[config.mk]
export PLATFORM = sky130hd
export DESIGN_NAME = grid_dfs_path_finder
export DESIGN_NICKNAME = d
export VERILOG_FILES = /design/src/hdl/gdpf_pkg.sv /design/src/hdl/grid_dfs_path_finder.sv /design/src/hdl/gdpf_dp.sv /design/src/hdl/gdpf_ctrl.sv
export VERILOG_INCLUDE_DIRS = /design/src /design/src/hdl
export SDC_FILE = /design/constraint.sdc
export NUM_CORES = 1
export LEC_CHECK = 0
export BUFFER_PORTS_ARGS = -buffer_cell sky130_fd_sc_hd__buf_2
export CORE_MARGIN = 4
export CORE_UTILIZATION = 25
export CTS_CLUSTER_DIAMETER = 30
export DETAILED_ROUTE_END_ITERATION = 7
export GPL_TIMING_DRIVEN = 0
export PLACE_DENSITY_LB_ADDON = 0.1
export SETUP_SLACK_MARGIN = 0.2
export SLEW_MARGIN = 15
export SYNTH_ARGS = -nofsm -noshare
export SYNTH_HDL_FRONTEND = slang
export SYNTH_SLANG_ARGS = --single-unit
[constraint.sdc]
create_clock -name i_clk -period 11.5 [get_ports i_clk]
set_clock_uncertainty 0.05 [all_clocks]
set_input_delay 0.575 -clock i_clk [delete_from_list [all_inputs] [get_ports i_clk]]
set_output_delay 0.575 -clock i_clk [all_outputs]
set_load 0.01 [all_outputs]
[src/hdl/grid_dfs_path_finder_assert.svh]
// assertion macros shared by the grid path finder modules
// expects i_clk and i_rst_n in the scope of each use
`ifndef GRID_DFS_PATH_FINDER_ASSERT_SVH
`define GRID_DFS_PATH_FINDER_ASSERT_SVH

// checked only outside reset
`define GDPF_ASSERT(lbl, prop, msg) \
    lbl: assert property (@(posedge i_clk) disable iff (!i_rst_n) prop) \
        else $error(msg);

// checked at every edge, reset included
`define GDPF_ASSERT_NR(lbl, prop, msg) \
    lbl: assert property (@(posedge i_clk) prop) \
        else $error(msg);

`endif

[src/hdl/gdpf_pkg.sv]
// shared constants, types and helpers of the grid path finder
// no dependencies
`timescale 1ns / 1ps
`default_nettype none

package gdpf_pkg;

    // grid geometry and result limit
    localparam int GRID_ROWS   = 5;
    localparam int GRID_COLS   = 5;
    localparam int NUM_CELLS   = GRID_ROWS * GRID_COLS;
    localparam int MAX_RESULTS = 24;

    // field widths
    localparam int ROW_W  = 3;
    localparam int COL_W  = 3;
    localparam int KIND_W = 2;
    localparam int LIM_W  = ROW_W + 1;

    // storage widths
    localparam int CELL_W  = (NUM_CELLS > 1) ? $clog2(NUM_CELLS) : 1;
    localparam int DEPTH_W = $clog2(NUM_CELLS + 1);
    localparam int LEFT_W  = $clog2(MAX_RESULTS);
    localparam int MOVE_W  = 3;

    // operation codes
    localparam logic OP_LOAD  = 1'b0;
    localparam logic OP_SOLVE = 1'b1;

    // cell kinds
    localparam logic [KIND_W-1:0] KIND_FREE     = 2'd0;
    localparam logic [KIND_W-1:0] KIND_OBSTACLE = 2'd1;
    localparam logic [KIND_W-1:0] KIND_GOAL     = 2'd2;

    // move order: up, down, left, right, then exhausted
    localparam logic [1:0]        DIR_UP    = 2'd0;
    localparam logic [1:0]        DIR_DOWN  = 2'd1;
    localparam logic [1:0]        DIR_LEFT  = 2'd2;
    localparam logic [1:0]        DIR_RIGHT = 2'd3;
    localparam logic [MOVE_W-1:0] MOVE_DONE = 3'd4;

    // one stack entry: cell and next move to try
    typedef struct packed {
        logic [ROW_W-1:0]  row;
        logic [COL_W-1:0]  col;
        logic [MOVE_W-1:0] move;
    } t_stk_ent;

    // controller to datapath
    typedef struct packed {
        logic load;
        logic init;
        logic step;
        logic emit_single;
        logic single_found;
        logic emit_goal;
        logic emit_entry;
    } t_dp_cmd;

    // datapath to controller
    typedef struct packed {
        logic start_ok;
        logic start_goal;
        logic goal_hit;
        logic exhausted;
        logic out_free;
        logic left_zero;
        logic left_one;
    } t_dp_status;

    // flat cell address, row major
    function automatic logic [CELL_W-1:0] cell_index(input logic [ROW_W-1:0] row,
                                                     input logic [COL_W-1:0] col);
        return CELL_W'(int'(row) * GRID_COLS + int'(col));
    endfunction

endpackage

`default_nettype wire

[src/hdl/grid_dfs_path_finder.sv]
// channel   direction  handshake                 payload
// in        to block   i_in_valid / o_in_ready   i_op, i_cell_row/col/kind, i_start_row/col
// out       from block o_out_valid / i_out_ready o_found, o_has_cell, o_path_row/col, o_last
//
// a load beat is accepted while idle; the grid write lands at the accepting edge
// a valid solve with the start off the goal initializes the search, then takes one step per
// neighbor probe or stack pop (at most five per cell), then emits the result beats in turn
// the single-probe search loop (one grid and visited read per cycle) sets solve time
// a stalled output holds the result register and pauses emission; no new beat is
// taken until the last result of a solve is in the result register
// synchronous active-low reset clears the grid to free, the visited marks and the controller
`timescale 1ns / 1ps
`default_nettype none

module grid_dfs_path_finder import gdpf_pkg::*; (
    input  logic              i_clk,
    input  logic              i_rst_n,
    input  logic              i_in_valid,
    output logic              o_in_ready,
    input  logic              i_op,
    input  logic [ROW_W-1:0]  i_cell_row,
    input  logic [COL_W-1:0]  i_cell_col,
    input  logic [KIND_W-1:0] i_cell_kind,
    input  logic [ROW_W-1:0]  i_start_row,
    input  logic [COL_W-1:0]  i_start_col,
    output logic              o_out_valid,
    input  logic              i_out_ready,
    output logic              o_found,
    output logic              o_has_cell,
    output logic [ROW_W-1:0]  o_path_row,
    output logic [COL_W-1:0]  o_path_col,
    output logic              o_last
);

    t_dp_cmd    cmd;
    t_dp_status st;

    // sequencer
    gdpf_ctrl u_ctrl (
        .i_clk      (i_clk),
        .i_rst_n    (i_rst_n),
        .i_in_valid (i_in_valid),
        .i_op       (i_op),
        .o_in_ready (o_in_ready),
        .i_st       (st),
        .o_cmd      (cmd)
    );

    // storage and result register
    gdpf_dp u_dp (
        .i_clk       (i_clk),
        .i_rst_n     (i_rst_n),
        .i_cmd       (cmd),
        .o_st        (st),
        .i_cell_row  (i_cell_row),
        .i_cell_col  (i_cell_col),
        .i_cell_kind (i_cell_kind),
        .i_start_row (i_start_row),
        .i_start_col (i_start_col),
        .i_out_ready (i_out_ready),
        .o_out_valid (o_out_valid),
        .o_found     (o_found),
        .o_has_cell  (o_has_cell),
        .o_path_row  (o_path_row),
        .o_path_col  (o_path_col),
        .o_last      (o_last)
    );

endmodule

`default_nettype wire

[src/hdl/gdpf_dp.sv]
// datapath of the grid path finder: grid, visited marks, search stack, result register
// depends on gdpf_pkg and grid_dfs_path_finder_assert.svh
`timescale 1ns / 1ps
`default_nettype none
`include "grid_dfs_path_finder_assert.svh"

module gdpf_dp import gdpf_pkg::*; (
    input  logic              i_clk,
    input  logic              i_rst_n,
    input  t_dp_cmd           i_cmd,
    output t_dp_status        o_st,
    input  logic [ROW_W-1:0]  i_cell_row,
    input  logic [COL_W-1:0]  i_cell_col,
    input  logic [KIND_W-1:0] i_cell_kind,
    input  logic [ROW_W-1:0]  i_start_row,
    input  logic [COL_W-1:0]  i_start_col,
    input  logic              i_out_ready,
    output logic              o_out_valid,
    output logic              o_found,
    output logic              o_has_cell,
    output logic [ROW_W-1:0]  o_path_row,
    output logic [COL_W-1:0]  o_path_col,
    output logic              o_last
);

    logic [KIND_W-1:0]  r_grid [NUM_CELLS];
    logic [NUM_CELLS-1:0] r_visited;
    t_stk_ent           r_stack [NUM_CELLS];
    t_stk_ent           r_top;
    logic [DEPTH_W-1:0] r_depth;
    logic [CELL_W-1:0]  r_idx;
    logic [LEFT_W-1:0]  r_left;
    logic [ROW_W-1:0]   r_goal_row;
    logic [COL_W-1:0]   r_goal_col;
    logic               r_out_valid;
    logic               r_found;
    logic               r_has_cell;
    logic [ROW_W-1:0]   r_path_row;
    logic [COL_W-1:0]   r_path_col;
    logic               r_last;

    logic               load_ok;
    logic               start_ok;
    logic [CELL_W-1:0]  load_idx;
    logic [CELL_W-1:0]  start_idx;
    logic               nbr_ok;
    logic [ROW_W-1:0]   nbr_row;
    logic [COL_W-1:0]   nbr_col;
    logic [CELL_W-1:0]  nbr_idx;
    logic [CELL_W-1:0]  rd_idx;
    logic [KIND_W-1:0]  rd_kind;
    logic               rd_vis;
    logic               top_done;
    logic               open;
    logic               goal_hit;
    logic               can_push;
    logic [DEPTH_W-1:0] depth_m1;
    logic [DEPTH_W-1:0] depth_m2;
    logic [CELL_W-1:0]  stk_rd_addr;
    t_stk_ent           stk_rd;
    logic               out_free;

    // address and kind checks on the incoming beat
    assign load_ok  = ({1'b0, i_cell_row} < LIM_W'(GRID_ROWS))
                   && ({1'b0, i_cell_col} < LIM_W'(GRID_COLS))
                   && (i_cell_kind == KIND_FREE || i_cell_kind == KIND_OBSTACLE
                       || i_cell_kind == KIND_GOAL);
    assign start_ok = ({1'b0, i_start_row} < LIM_W'(GRID_ROWS))
                   && ({1'b0, i_start_col} < LIM_W'(GRID_COLS));
    assign load_idx  = cell_index(i_cell_row, i_cell_col);
    assign start_idx = cell_index(i_start_row, i_start_col);

    // neighbor of the top cell for its current move
    always_comb begin
        nbr_ok  = 1'b0;
        nbr_row = r_top.row;
        nbr_col = r_top.col;
        unique case (r_top.move[1:0])
            DIR_UP: begin
                nbr_ok  = (r_top.row != '0);
                nbr_row = r_top.row - ROW_W'(1);
            end
            DIR_DOWN: begin
                nbr_ok  = ({1'b0, r_top.row} < LIM_W'(GRID_ROWS - 1));
                nbr_row = r_top.row + ROW_W'(1);
            end
            DIR_LEFT: begin
                nbr_ok  = (r_top.col != '0);
                nbr_col = r_top.col - COL_W'(1);
            end
            DIR_RIGHT: begin
                nbr_ok  = ({1'b0, r_top.col} < LIM_W'(GRID_COLS - 1));
                nbr_col = r_top.col + COL_W'(1);
            end
            default: nbr_ok = 1'b0;
        endcase
    end

    assign nbr_idx = cell_index(nbr_row, nbr_col);

    // single grid / visited read port: neighbor while searching, start cell otherwise
    assign rd_idx  = i_cmd.step ? nbr_idx : start_idx;
    assign rd_kind = (int'(rd_idx) < NUM_CELLS) ? r_grid[rd_idx] : KIND_FREE;
    assign rd_vis  = (int'(rd_idx) < NUM_CELLS) ? r_visited[rd_idx] : 1'b1;

    // step outcome
    assign top_done = (r_top.move == MOVE_DONE);
    assign open     = !top_done && nbr_ok && (rd_kind != KIND_OBSTACLE) && !rd_vis;
    assign goal_hit = i_cmd.step && open && (rd_kind == KIND_GOAL);
    assign can_push = open && (rd_kind != KIND_GOAL) && (int'(r_depth) < NUM_CELLS);
    assign depth_m1 = r_depth - DEPTH_W'(1);
    assign depth_m2 = r_depth - DEPTH_W'(2);

    // stack read: entry below the top on a pop, path entry while emitting
    assign stk_rd_addr = i_cmd.step ? depth_m2[CELL_W-1:0] : r_idx;
    assign stk_rd      = (int'(stk_rd_addr) < NUM_CELLS) ? r_stack[stk_rd_addr] : r_top;

    assign out_free = !r_out_valid || i_out_ready;

    // status back to the controller
    always_comb begin
        o_st.start_ok   = start_ok;
        o_st.start_goal = start_ok && (rd_kind == KIND_GOAL);
        o_st.goal_hit   = goal_hit;
        o_st.exhausted  = top_done && (r_depth == DEPTH_W'(1));
        o_st.out_free   = out_free;
        o_st.left_zero  = (r_left == '0);
        o_st.left_one   = (r_left == LEFT_W'(1));
    end

    // grid cells
    always_ff @(posedge i_clk) begin
        if (!i_rst_n) begin
            for (int i = 0; i < NUM_CELLS; i++) begin
                r_grid[i] <= KIND_FREE;
            end
        end else if (i_cmd.load && load_ok) begin
            r_grid[load_idx] <= i_cell_kind;
        end
    end

    // visited marks, cleared in one go at solve start
    always_ff @(posedge i_clk) begin
        if (!i_rst_n) begin
            r_visited <= '0;
        end else if (i_cmd.init) begin
            r_visited <= NUM_CELLS'(1) << start_idx;
        end else if (i_cmd.step && can_push) begin
            r_visited[nbr_idx] <= 1'b1;
        end
    end

    // stack depth
    always_ff @(posedge i_clk) begin
        if (!i_rst_n) begin
            r_depth <= '0;
        end else if (i_cmd.init) begin
            r_depth <= DEPTH_W'(1);
        end else if (i_cmd.step) begin
            if (top_done) begin
                r_depth <= depth_m1;
            end else if (can_push) begin
                r_depth <= r_depth + DEPTH_W'(1);
            end
        end
    end

    // top entry cache, stack body, path walk pointers
    always_ff @(posedge i_clk) begin
        if (i_cmd.init) begin
            r_top <= '{row: i_start_row, col: i_start_col, move: '0};
        end
        if (i_cmd.step) begin
            if (top_done) begin
                if (r_depth != DEPTH_W'(1)) begin
                    r_top <= stk_rd;
                end
            end else if (goal_hit) begin
                // park the top so the whole path reads from the stack
                r_stack[depth_m1[CELL_W-1:0]] <= r_top;
                r_idx      <= depth_m1[CELL_W-1:0];
                r_goal_row <= nbr_row;
                r_goal_col <= nbr_col;
                if (int'(r_depth) > MAX_RESULTS) begin
                    r_left <= LEFT_W'(MAX_RESULTS - 1);
                end else begin
                    r_left <= LEFT_W'(depth_m1);
                end
            end else if (can_push) begin
                r_stack[depth_m1[CELL_W-1:0]] <= '{row: r_top.row, col: r_top.col,
                                                   move: r_top.move + MOVE_W'(1)};
                r_top <= '{row: nbr_row, col: nbr_col, move: '0};
            end else begin
                r_top.move <= r_top.move + MOVE_W'(1);
            end
        end
        if (i_cmd.emit_entry) begin
            r_idx  <= r_idx - CELL_W'(1);
            r_left <= r_left - LEFT_W'(1);
        end
    end

    // result register valid
    always_ff @(posedge i_clk) begin
        if (!i_rst_n) begin
            r_out_valid <= 1'b0;
        end else if (i_cmd.emit_single || i_cmd.emit_goal || i_cmd.emit_entry) begin
            r_out_valid <= 1'b1;
        end else if (i_out_ready) begin
            r_out_valid <= 1'b0;
        end
    end

    // result register payload
    always_ff @(posedge i_clk) begin
        if (i_cmd.emit_single) begin
            r_found    <= i_cmd.single_found;
            r_has_cell <= 1'b0;
            r_path_row <= '0;
            r_path_col <= '0;
            r_last     <= 1'b1;
        end else if (i_cmd.emit_goal) begin
            r_found    <= 1'b1;
            r_has_cell <= 1'b1;
            r_path_row <= r_goal_row;
            r_path_col <= r_goal_col;
            r_last     <= (r_left == '0);
        end else if (i_cmd.emit_entry) begin
            r_found    <= 1'b1;
            r_has_cell <= 1'b1;
            r_path_row <= stk_rd.row;
            r_path_col <= stk_rd.col;
            r_last     <= (r_left == LEFT_W'(1));
        end
    end

    assign o_out_valid = r_out_valid;
    assign o_found     = r_found;
    assign o_has_cell  = r_has_cell;
    assign o_path_row  = r_path_row;
    assign o_path_col  = r_path_col;
    assign o_last      = r_last;

    // checks
    `GDPF_ASSERT(a_depth_bound, int'(r_depth) <= NUM_CELLS, "stack depth beyond grid size")
    `GDPF_ASSERT(a_step_nonempty, i_cmd.step |-> (r_depth != '0), "search step on empty stack")
    `GDPF_ASSERT(a_emit_slot, (i_cmd.emit_single || i_cmd.emit_goal || i_cmd.emit_entry) |-> (!r_out_valid || i_out_ready), "result beat overwritten")

endmodule

`default_nettype wire

[src/hdl/gdpf_ctrl.sv]
// controller of the grid path finder: sequences load, search and result beats
// depends on gdpf_pkg and grid_dfs_path_finder_assert.svh
`timescale 1ns / 1ps
`default_nettype none
`include "grid_dfs_path_finder_assert.svh"

module gdpf_ctrl import gdpf_pkg::*; (
    input  logic       i_clk,
    input  logic       i_rst_n,
    input  logic       i_in_valid,
    input  logic       i_op,
    output logic       o_in_ready,
    input  t_dp_status i_st,
    output t_dp_cmd    o_cmd
);

    typedef enum logic [2:0] {
        S_IDLE,
        S_SEARCH,
        S_NOPATH,
        S_ATGOAL,
        S_GOAL,
        S_PATH
    } t_state;

    t_state r_state;
    t_state n_state;

    // next state and commands
    always_comb begin
        n_state = r_state;
        o_cmd   = '0;
        unique case (r_state)
            S_IDLE: begin
                if (i_in_valid) begin
                    if (i_op == OP_LOAD) begin
                        o_cmd.load = 1'b1;
                    end else if (!i_st.start_ok) begin
                        n_state = S_NOPATH;
                    end else if (i_st.start_goal) begin
                        n_state = S_ATGOAL;
                    end else begin
                        o_cmd.init = 1'b1;
                        n_state    = S_SEARCH;
                    end
                end
            end
            S_SEARCH: begin
                o_cmd.step = 1'b1;
                if (i_st.goal_hit) begin
                    n_state = S_GOAL;
                end else if (i_st.exhausted) begin
                    n_state = S_NOPATH;
                end
            end
            S_NOPATH: begin
                if (i_st.out_free) begin
                    o_cmd.emit_single = 1'b1;
                    n_state           = S_IDLE;
                end
            end
            S_ATGOAL: begin
                if (i_st.out_free) begin
                    o_cmd.emit_single  = 1'b1;
                    o_cmd.single_found = 1'b1;
                    n_state            = S_IDLE;
                end
            end
            S_GOAL: begin
                if (i_st.out_free) begin
                    o_cmd.emit_goal = 1'b1;
                    n_state         = i_st.left_zero ? S_IDLE : S_PATH;
                end
            end
            S_PATH: begin
                if (i_st.out_free) begin
                    o_cmd.emit_entry = 1'b1;
                    if (i_st.left_one) begin
                        n_state = S_IDLE;
                    end
                end
            end
            default: n_state = S_IDLE;
        endcase
    end

    // state register
    always_ff @(posedge i_clk) begin
        if (!i_rst_n) begin
            r_state <= S_IDLE;
        end else begin
            r_state <= n_state;
        end
    end

    assign o_in_ready = (r_state == S_IDLE);

    // checks
    `GDPF_ASSERT(a_cmd_onehot, $onehot0({o_cmd.load, o_cmd.init, o_cmd.step, o_cmd.emit_single, o_cmd.emit_goal, o_cmd.emit_entry}), "more than one datapath command")
    `GDPF_ASSERT(a_goal_to_emit, (r_state == S_SEARCH && i_st.goal_hit) |=> (r_state == S_GOAL), "goal hit not followed by goal beat")
    `GDPF_ASSERT(a_path_end, (r_state == S_PATH && o_cmd.emit_entry && i_st.left_one) |=> (r_state == S_IDLE), "path walk did not end on last beat")
    `GDPF_ASSERT_NR(a_reset_idle, (!i_rst_n) |=> (r_state == S_IDLE), "controller not idle after reset")

endmodule

`default_nettype wire
==> qor.yml <==
drt:
  drtIter0Drc: 683
  ant_nets: 0
  drt-wirelength-per-cell_um: 23.2
  wl_mm: 58.7
  drt_first_pass_iters: 5
  drc: 0
  viasPerCell: 4.86
  num_vias: 12271
critical_path:
  worst_r2r_path_depth: 18
  path_class: "reg2reg"
  r2r_start: "u_dp.r_top[7]"
  crit_path_end_kind: "flip-flop"
  rr_endpoint: "u_dp.r_stack[5][7]"
  r2r_setup_slack_ps: 3490
  critPathLaunchType: "flip-flop"
  arrival_ps: 8190
  path_max_fanout: 30
  crit_required_ps: 11680
global_routing:
  grt_pass1_vias: 12937
  grt_use_total: 0.155
  grt_pass1_wl_mm: 86.8
  antenna_found_initial: 2
  grt_overflow: 0
  grt_max_degree: 31
cells_and_area:
  num-nets-final: 1567
  drive_gt1_frac: 0.226
  final_common_cell: "edfxtp_1"
  final_cell_mix: "edfxtp_1, nand2_1, clkbuf_16"
  layoutNonFillerInstCount: 2524
  final_core_util: 0.325
  nFillCells: 7019
  synthToLayoutAreaGrowth_pct: 28.2
clock_network:
  cts_hold_buf: 0
  htree_levels: 3
  clk_path_buf_depth: 3
  numCtsBuffers: 96
  cts_tree: "yes"
  clkSlewWorstSetupHoldPaths_ps: 50
  cts-root-buf: "clkbuf_16"
  clkSinkCount: 357
  clk-insertion-delay-late_ps: 650
  cts_setup_buffers: 0
  cts-resized-gates: 0
synthesis:
  dominantRegCellSynth: "edfxtp_1"
  synth-edff-count: 309
  synth_fp_nets: 1435
  ys_warn_count: 0
  synth.avg_cell_area_um2: 13.1
  yosysTopAreaCell: "edfxtp_1"
  netlist_area_um2: 17900
  ys_types: 77
  async_flop_share: 0
  ys_seq_area_frac: 0.573
  ys_top_cells_by_area: "edfxtp_1, mux4_2, dfxtp_1"
  synth_seq_cells: 357
  yosysTopAreaCellShare: 0.519
  synthesis.instances: 1367
die:
  initial_core_util: 0.254
  die_y_um: 275
  core_um2: 70500
  rows: 97
  die_width_um: 275
  io_pins: 30
  dieArea_um2: 75900
sta:
  worstMarginPinSlew_ps: 1170
  setup_ws_ps: 3490
  slew_viol_final: 0
  final-setup-viol-count: 0
  rsz0062_at_grt: "false"
  relSlewSlack: 0.219
  max_freq_mhz: 125
  hold_viol: 0
  setup_tns_ps: 0
  period_minus_slack_ps: 8010
  post-route-period-util: 0.696
min_path:
  holdPathStages: 1
  hold_path_end: "u_dp.r_grid[28][0]"
  hold_start: "i_cell_kind[0]"
  hold_path_class: "in2reg"
power:
  p_int_w: 0.00463
  swShare: 0.397
  p_clk_frac: 0.377
  power.total_w: 0.00768
  power_switching_w: 0.00305
  p_seq_frac: 0.228
  p_comb_frac: 0.395
  ir_drop_mv: 0.397
  powerDensity_nw_per_um2: 335
  p_leak_nw: 8.14
placed_design:
  post-place-ws_ps: 3390
  portBuffers: 29
  dp.cells: 2341
  hpwlAfterDp_mm: 40.8
  gp_routability_congestion: 0.807
flow_run:
  maxCapViolations: 0
outcome:
  status: "complete, no violations"
==> area by class of cell <==
class / instances / area (µm²) / area share
diodes: 1 / 2.50 / 0.000109
clock buffers: 108 / 2460 / 0.107
well taps: 940 / 1180 / 0.0513
plain buffers: 90 / 419 / 0.0183
flip-flops and latches: 357 / 10200 / 0.447
multi-input cells: 895 / 7210 / 0.314
clock inverters: 74 / 1100 / 0.0480
inverters: 25 / 93.8 / 0.00409
repair buffers: 34 / 225 / 0.00982
==> cells in the mapped netlist (13+ instances only) <==
cell	n
ha_1	44
xnor2_1	19
nor3_1	29
and3_1	59
o21ai_0	54
dfxtp_1	48
nor4_1	21
nand3_1	25
buf_2	23
nand2_1	152
a211oi_1	20
edfxtp_1	309
clkbuf_1	48
mux4_2	81
inv_1	25
mux2i_1	39
o211ai_1	13
a21oi_1	40
nor2_1	92
==> routing by layer <==
| metal | track usage | vias up | part of all wire |
|---|---|---|---|
| li1 | - | 5625 | - |
| met1 | 0.196 | 6198 | 0.43 |
| met2 | 0.261 | 325 | 0.49 |
| met3 | 0.0305 | 121 | 0.042 |
| met4 | 0.0620 | 2 | 0.033 |
| met5 | 0 | - | 0.00022 |
==> how the worst max path moves through the flow <==
| stage | from | endpoint | slack, ps | cells past startpoint |
|---|---|---|---|---|
| floorplan | u_dp.r_top[6] | u_dp.r_stack[0][1] | 4960 | 17 |
| global route | u_dp.r_top[7] | u_dp.r_stack[5][7] | 3030 | 18 |
| detailed placement | u_dp.r_top[7] | u_dp.r_stack[23][7] | 3390 | 18 |
| global placement | u_dp.r_top[6] | u_dp.r_stack[15][1] | 1720 | 18 |
| CTS | u_dp.r_top[7] | u_dp.r_stack[22][4] | 3430 | 18 |
| finish | u_dp.r_top[7] | u_dp.r_stack[5][7] | 3490 | 18 |
==> cell families (layout without fill, tap and decap cells) <==
family                   Yosys count  after routing  synth area share
AO/OA/AOI/OAI                    224            224            0.0848
XOR/XNOR                          31             31            0.0160
adder cells (fa/ha/maj)           49             49            0.0364
buffers and inverters            115            331            0.0287
flip-flops                       357            357             0.573
multiplexers                     135            135             0.134
other                              0              1                 0
AND/OR/NAND/NOR                  456            456             0.127
==> critical path: stages (launching register included) <==
cell	delay (ps)
dfxtp_2	770
inv_1	120
fa_1	410
xor2_1	170
mux2i_1	440
ha_1	330
ha_1	340
fa_1	480
xor2_1	540
clkbuf_1	570
nor3_1	130
or4_1	540
o211a_1	290
o211ai_1	220
o221ai_2	230
nor3_4	440
buf_4	290
o21ai_1	260
nor2_1	960
==> state kept, by name, summed over array words and instances (netlist names) <==
register	flops
u_dp.o_out_valid	1
u_dp.r_visited	25
u_dp.o_path_col	3
u_dp.r_left	5
u_dp.r_idx	5
u_dp.r_goal_col	3
u_dp.r_goal_row	3
u_dp.o_path_row	3
u_dp.r_stack	225
u_dp.o_last	1
u_dp.r_grid	64
u_ctrl.r_state	3
u_dp.o_found	1
u_dp.r_top	9
u_dp.r_depth	5
u_dp.o_has_cell	1
==> metrics by stage <==
stage               hold WS [ps]  instance area (µm²)
floorplan                    384                17900
global placement             406                19200
detailed placement           413                19400
CTS                          273                22900
global route                 300                22900
finish                       315                22900
==> power groups by stage <==
stage / Clock [W] / Sequential, W / Combinational (W)
CTS: 0.00294 / 0.00176 / 0.00303
detailed placement: 0 / 0.00178 / 0.00302
floorplan: 0 / 0.00170 / 0.00192
finish: 0.00289 / 0.00175 / 0.00303
global route: 0.00302 / 0.00177 / 0.00325
global placement: 0 / 0.00179 / 0.00298
No activity file was read; power rests on OpenSTA's default activity.
